`src/rtl/kvqt_pkg.sv`:
```
// Shared types and constants for the key-value query table.
`default_nettype none
package kvqt_pkg;

   localparam int FIELD_BITS     = 64;
   localparam int CAPACITY_DEF   = 64;
   localparam int KEY_BITS_DEF   = 64;
   localparam int VALUE_BITS_DEF = 64;

   localparam logic CMD_READ  = 1'b0;
   localparam logic CMD_WRITE = 1'b1;

   typedef enum logic [1:0] {
      ST_OK   = 2'd0,
      ST_MISS = 2'd1,
      ST_FULL = 2'd2
   } status_type;

   // control part of a query walking down the cell row
   typedef struct packed {
      logic valid;
      logic write;
      logic done;
      logic miss;
   } token_ctrl_type;

endpackage
`default_nettype wire

```
`src/rtl/kvqt_cell.sv`:
```
// One table slot: holds an entry and serves the query passing through it.
`default_nettype none
module kvqt_cell
   import kvqt_pkg::*;
#(
   parameter int KEY_BITS   = KEY_BITS_DEF,
   parameter int VALUE_BITS = VALUE_BITS_DEF
) (
   input  wire logic                  clock,
   input  wire logic                  reset,
   input  wire logic                  advance,
   input  wire token_ctrl_type        in_ctrl,
   input  wire logic [KEY_BITS-1:0]   in_key,
   input  wire logic [VALUE_BITS-1:0] in_value,
   output token_ctrl_type             out_ctrl_ff,
   output logic [KEY_BITS-1:0]        out_key_ff,
   output logic [VALUE_BITS-1:0]      out_value_ff
);

   logic                  entry_valid_ff, entry_valid_in;
   logic [KEY_BITS-1:0]   entry_key_ff, entry_key_in;
   logic [VALUE_BITS-1:0] entry_value_ff, entry_value_in;
   token_ctrl_type        out_ctrl_in;
   logic [VALUE_BITS-1:0] out_value_in;
   logic                  active;
   logic                  match;

   assign active = in_ctrl.valid && !in_ctrl.done;
   assign match  = entry_valid_ff && (entry_key_ff == in_key);

   always_comb begin
      entry_valid_in = entry_valid_ff;
      entry_key_in   = entry_key_ff;
      entry_value_in = entry_value_ff;
      out_ctrl_in    = in_ctrl;
      out_value_in   = in_value;
      if (active && match) begin
         out_ctrl_in.done = 1'b1;
         if (in_ctrl.write) begin
            entry_value_in = in_value;
         end else begin
            out_value_in = entry_value_ff;
         end
      end else if (active && !entry_valid_ff) begin
         // slots fill in order: first free slot means the key is absent
         out_ctrl_in.done = 1'b1;
         if (in_ctrl.write) begin
            entry_valid_in = 1'b1;
            entry_key_in   = in_key;
            entry_value_in = in_value;
         end else begin
            out_ctrl_in.miss = 1'b1;
         end
      end
   end

   always_ff @(posedge clock) begin
      if (reset) begin
         entry_valid_ff <= 1'b0;
         out_ctrl_ff    <= '0;
      end else if (advance) begin
         entry_valid_ff <= entry_valid_in;
         out_ctrl_ff    <= out_ctrl_in;
      end
   end

   always_ff @(posedge clock) begin
      if (advance) begin
         entry_key_ff   <= entry_key_in;
         entry_value_ff <= entry_value_in;
         out_key_ff     <= in_key;
         out_value_ff   <= out_value_in;
      end
   end

endmodule
`default_nettype wire

```
`config.mk`:
```
export PLATFORM = sky130hd
export DESIGN_NAME = kvqt_cell
export DESIGN_NICKNAME = d
export VERILOG_FILES = /design/src/rtl/kvqt_pkg.sv /design/src/rtl/kvqt_cell.sv
export SDC_FILE = /design/constraint.sdc
export NUM_CORES = 1
export LEC_CHECK = 0
export BUFFER_PORTS_ARGS = -buffer_cell sky130_fd_sc_hd__buf_2
export CAP_MARGIN = 20
export CORE_MARGIN = 2
export CORE_UTILIZATION = 50
export DETAILED_ROUTE_END_ITERATION = 16
export PLACE_DENSITY = 0.83
export SLEW_MARGIN = 20
export SYNTH_ARGS = -nofsm -noshare
export SYNTH_HDL_FRONTEND = slang
export SYNTH_SLANG_ARGS = --single-unit
```
`constraint.sdc`:
```
create_clock -name clock -period 12.1 [get_ports clock]
set_input_delay 3.63 -clock clock [delete_from_list [all_inputs] [get_ports clock]]
set_output_delay 3.63 -clock clock [all_outputs]
set_load 0.005 [all_outputs]
```
[Word-level counts from Yosys, hierarchy flattened]
Cells that the tools add are included.
Storage, ports and cells
  register bits after elaboration: 261
  bits of input ports: 135
  output and inout bits: 132
  logic and storage cells: 28
Cells by class
  eq/ne operators: 1
  mux-type cells: 8
  bitwise operators: 1
  reduce and logical (&&, ||, !) cells: 9
Operators by type and width (number)
  $mux W64: 4
  $eq A64 B64 Y1: 1
  $logic_and A1 B1 Y1: 4
  $reduce_and A4 Y1: 1
  $mux W1: 3
  $logic_not A1 Y1: 2
  $mux W2: 1
  $reduce_and A2 Y1: 1
  $reduce_bool A2 Y1: 1
  $not A1 Y1: 1

[Logic depth before layout (Yosys ltp)]
  word-level depth: 5
  mapped depth: 8
  gate-level depth less buffers: 6

[Least setup slack after synthesis]
No wires, ideal clock.
  path type: input to register
  start point: input port in_ctrl[1] (netlist bit)
  end point: register entry_value_ff[0] (enable)
  setup time: 427 ps
  arrival: 6557 ps
  path slack: 5117 ps
  stages: 8
  path through: nand2b_1 a2111o_1 nor4_1 nand4_1 nor4_2 buf_6 buf_8 o21a_1
On the way
  cells in the longest elaborated chain, start to end: 5
  elaborated cells on any way between the ends: 6
RTL lines
  from (decl): line kvqt_cell.sv:12  | input wire token_ctrl_type in_ctrl,
  $logic_not A1 Y1 *: line kvqt_cell.sv:28  | assign active = in_ctrl.valid && !in_ctrl.done;
  $logic_and A1 B1 Y1 *: line kvqt_cell.sv:28
  $logic_and A1 B1 Y1 (on tied branches): line kvqt_cell.sv:37, kvqt_cell.sv:44
  $reduce_bool A2 Y1 (no line) *
  $reduce_and A2 Y1 (no line) *
  to (signal assigned): line kvqt_cell.sv:70  | entry_value_ff <= entry_value_in;
  to (decl): line kvqt_cell.sv:22  | logic [VALUE_BITS-1:0] entry_value_ff, entry_value_in;
Mark *: on every way between the ends. The rest lies on a longest branch, timed or not.
A chain may end at the register's enable or synchronous reset.

[Final worst setup path]
  start point: input port in_ctrl[1] (netlist bit)
  end point: register out_value_ff[24] (data pin)
On the way
  cells in the longest elaborated chain, start to end: 4
RTL lines
  $logic_not A1 Y1: line kvqt_cell.sv:28
  $logic_and A1 B1 Y1: line kvqt_cell.sv:28
  $logic_and A1 B1 Y1: line kvqt_cell.sv:37  | if (active && match) begin
  $mux W64: line kvqt_cell.sv:37
  net out_value_in[24]: line kvqt_cell.sv:24  | logic [VALUE_BITS-1:0] out_value_in;
  to (signal assigned): line kvqt_cell.sv:72  | out_value_ff <= out_value_in;
  to (decl): line kvqt_cell.sv:17  | output logic [VALUE_BITS-1:0] out_value_ff
The timed path passes the listed nets, and every way through them passes these cells.

==> results.py <==
metrics = {
    "critical_path": {
        "cp_max_fo": 65,
        "ff2ff_setup_slack_ns": 8.94,
        "r2r_end": "out_value_ff[24]",
        "crit_arrival_ns": 6.30,
        "cp_slowest_cell": "buf_4",
        "crit_required_ns": 12.36,
        "start_kind": "primary input",
        "startpoint": "in_ctrl[1]",
        "crit_type": "primary input to flip-flop",
        "critPathCaptureType": "flip-flop",
        "worstPathCellList": "buf_2 -> nand2b_1 -> a2111o_1 -> nor4_1 -> nand4_1 -> nor4_4 -> buf_4 -> mux2_2",
        "crit_buf_inv": 2,
        "r2r-start": "entry_key_ff[25]",
        "rr_worst_depth": 6,
        "cpPeakStageDelay_ns": 0.84,
        "crit_family": "buffers and inverters",
    },
    "clock_tree": {
        "cts_root_buf": "clkbuf_16",
        "cts_tree": "yes",
        "cts_hold_buf": 0,
        "clock_latency_ns": 0.51,
        "post-cts-setup-buffers": 0,
        "cts_buffer_depth": 3,
        "cts_max_level": 1,
        "cts.sinks": 261,
        "numCtsBuffers": 27,
        "clkSlewWorstSetupHoldPaths_ns": 0.06,
        "post_cts_resize_count": 0,
    },
    "yosys": {
        "yosysUniqueCellTypes": 35,
        "avgSynthCellArea_sq_um": 19.9,
        "syn_area_sq_mm": 0.0103,
        "yosysSeqAreaShare_pct": 75.5,
        "synth_fp_nets": 653,
        "synth.top_cells.by_count": "edfxtp_1 (256), mux2_2 (90), xor2_1 (47)",
        "syn_inst": 518,
        "yosys-top-cells-area": "edfxtp_1 (75%), mux2_2 (9.8%), mux2_4 (4.4%)",
        "async_flop_share_pct": 0,
        "synth_top_area_share_pct": 74.6,
        "yosysWarnings": 0,
        "synth_edf_count": 256,
        "yosysMostFrequentCell": "edfxtp_1",
        "synth-seq-cells": 261,
        "synthFlopType": "edfxtp_1",
        "synth_area_leader_cell": "edfxtp_1",
    },
    "final_layout": {
        "area_delta_synth_final_pct": 24.0,
        "drive_above_1_share_pct": 52.1,
        "stdcell_area_sq_mm": 0.0128,
        "fin_nets": 938,
    },
    "drt": {
        "first_iter_violations": 306,
        "via_count": 5629,
        "postRouteAntennaNets": 0,
        "firstDrtPassIters": 4,
        "wl_um": 20800,
        "vias_per_cell": 5.14,
        "wl_per_cell_um": 19.0,
        "drc_errors": 0,
    },
    "pwr": {
        "p_switching_w": 0.000406,
        "internal_power_w": 0.00160,
        "power_density_mw_per_mm2": 157,
        "leakage_nw": 4.89,
        "clockPowerShare_pct": 40.1,
        "power_frac_comb_pct": 7.1,
        "pwr-share-seq_pct": 52.7,
        "p_sw_share_pct": 20.2,
        "vdd.ir_drop.worst_mv": 0.105,
    },
    "outcome": {
        "outcome": "complete, no violations",
    },
    "placement": {
        "gp_congestion": 0.755,
        "dp_hpwl_um": 13900,
        "placed_cell_area_sq_mm": 0.0119,
        "io_buffers": 266,
    },
    "sta": {
        "rsz0062_at_grt": "no",
        "relSlewSlack_pct": 28.7,
        "period_minus_slack_ns": 6.04,
        "fin_skew_ns": 0.00917,
        "setup_tns_ns": 0,
        "setup_violations": 0,
        "finalCritPeriodShare_pct": 49.9,
        "fmax_ghz": 0.166,
        "tightest_slew_ns": 1.07,
        "slew_viol_final": 0,
        "hold_viol_final": 0,
    },
    "worst_hold_path": {
        "worstHoldEndpoint": "out_ctrl_ff[3]",
        "hold_class": "flip-flop to flip-flop",
        "min-delay-start": "out_ctrl_ff[3]",
        "min_delay_path_depth": 2,
    },
    "floorplan": {
        "start_util_pct": 51.0,
        "die-area_sq_mm": 0.0218,
        "chipWidth_um": 148,
        "num_rows": 52,
        "die_h_um": 148,
        "io_pins": 267,
        "core_area_sq_mm": 0.0202,
    },
    "global_route": {
        "grt_start_max_net_pins": 73,
        "overflow": 0,
        "grt_first_pass_wirelength_um": 31600,
        "antenna_found_initial": 4,
        "grt_pass1_vias": 5680,
        "grt_usage_pct": 18.5,
    },
    "job": {
        "maxCapViolations": 0,
    },
}
[layout by cell type (no fill, tap or decap), drive strengths merged, types with 4 or more instances in the layout]
master	netlist	layout
edfxtp	256	256
buf	10	271
nand4	5	5
inv	8	8
dfxtp	5	5
xnor2	9	9
nor4	13	13
clkbuf	5	38
mux2	128	128
nand2b	4	4
xor2	47	47
nor2	9	9
clkinv	0	8
[area by class of cell]
cell class / instances / area [sq um]
flip-flops and latches: 261 / 7790
fillers: 1451 / 7450
multi-input cells: 234 / 2380
repair buffers: 271 / 1380
clock buffers: 38 / 737
well taps: 270 / 338
clock inverters: 11 / 135
inverters: 8 / 30.0
diodes: 2 / 5.00
[through the flow]
step	cells	power (W)	util, %	setup WS [ns]	hold slack, ns
final	1095	0.00201	63.2	6.06	0.498
after global routing	1095	0.00208	63.2	5.85	0.544
after CTS	1093	0.00203	63.2	6.04	0.502
after detailed placement	1044	0.00122	58.8	5.48	0.488
after global placement	1044	0.00122	58.8	5.48	0.469
after floorplan	518	0.00113	-	5.12	0.463
[registers in the layout, summed over array words and instances (netlist names)]
signal and cells:
entry_key_ff 64, entry_valid_ff 1, entry_value_ff 64, out_ctrl_ff 4
out_key_ff 64, out_value_ff 64
[logic make-up (layout without fill, tap and decap cells)]
kind of cell	Yosys count	count (layout)	share of synthesized area [%]
other	0	2	0
buffers and inverters	23	328	1.54
flip-flops	261	261	75.5
multiplexers	130	130	15.3
XOR/XNOR	56	56	4.76
AND/OR/NAND/NOR	37	37	2.06
AO/OA/AOI/OAI	11	11	0.849
[routing by layer]
| metal | GRT usage (%) | wire (um) |
|---|---|---|
| met1 | 23.8 | 8300 |
| met2 | 32.1 | 10700 |
| met3 | 4.66 | 1630 |
| met4 | 3.70 | 217 |
| met5 | 0 | 21 |
[worst min-delay path: stages, from the launching register on]
cell	delay [ns]
dfxtp_1	0.32
mux2i_1	0.07
nor2_1	0.07
[worst max-delay path by stage]
| stage | end | slack, ns | cells after the start |
|---|---|---|---|
| after floorplan | entry_value_ff[0] | 5.12 | 8 |
| after global placement | out_value_ff[16] | 5.48 | 8 |
| after detailed placement | out_value_ff[24] | 5.48 | 8 |
| after CTS | out_value_ff[24] | 6.04 | 8 |
| after global routing | out_value_ff[24] | 5.85 | 8 |
| final | out_value_ff[24] | 6.06 | 8 |
[power by group through the flow]
stage,Clock [W],Sequential (W),Combinational [W]
finish,0.000807,0.00106,0.000144
global route,0.000862,0.00106,0.000156
CTS,0.000827,0.00106,0.000146
detailed placement,0,0.00108,0.000145
global placement,0,0.00108,0.000140
floorplan,0,0.00108,0.0000500
(Power assumes the default switching activity.)
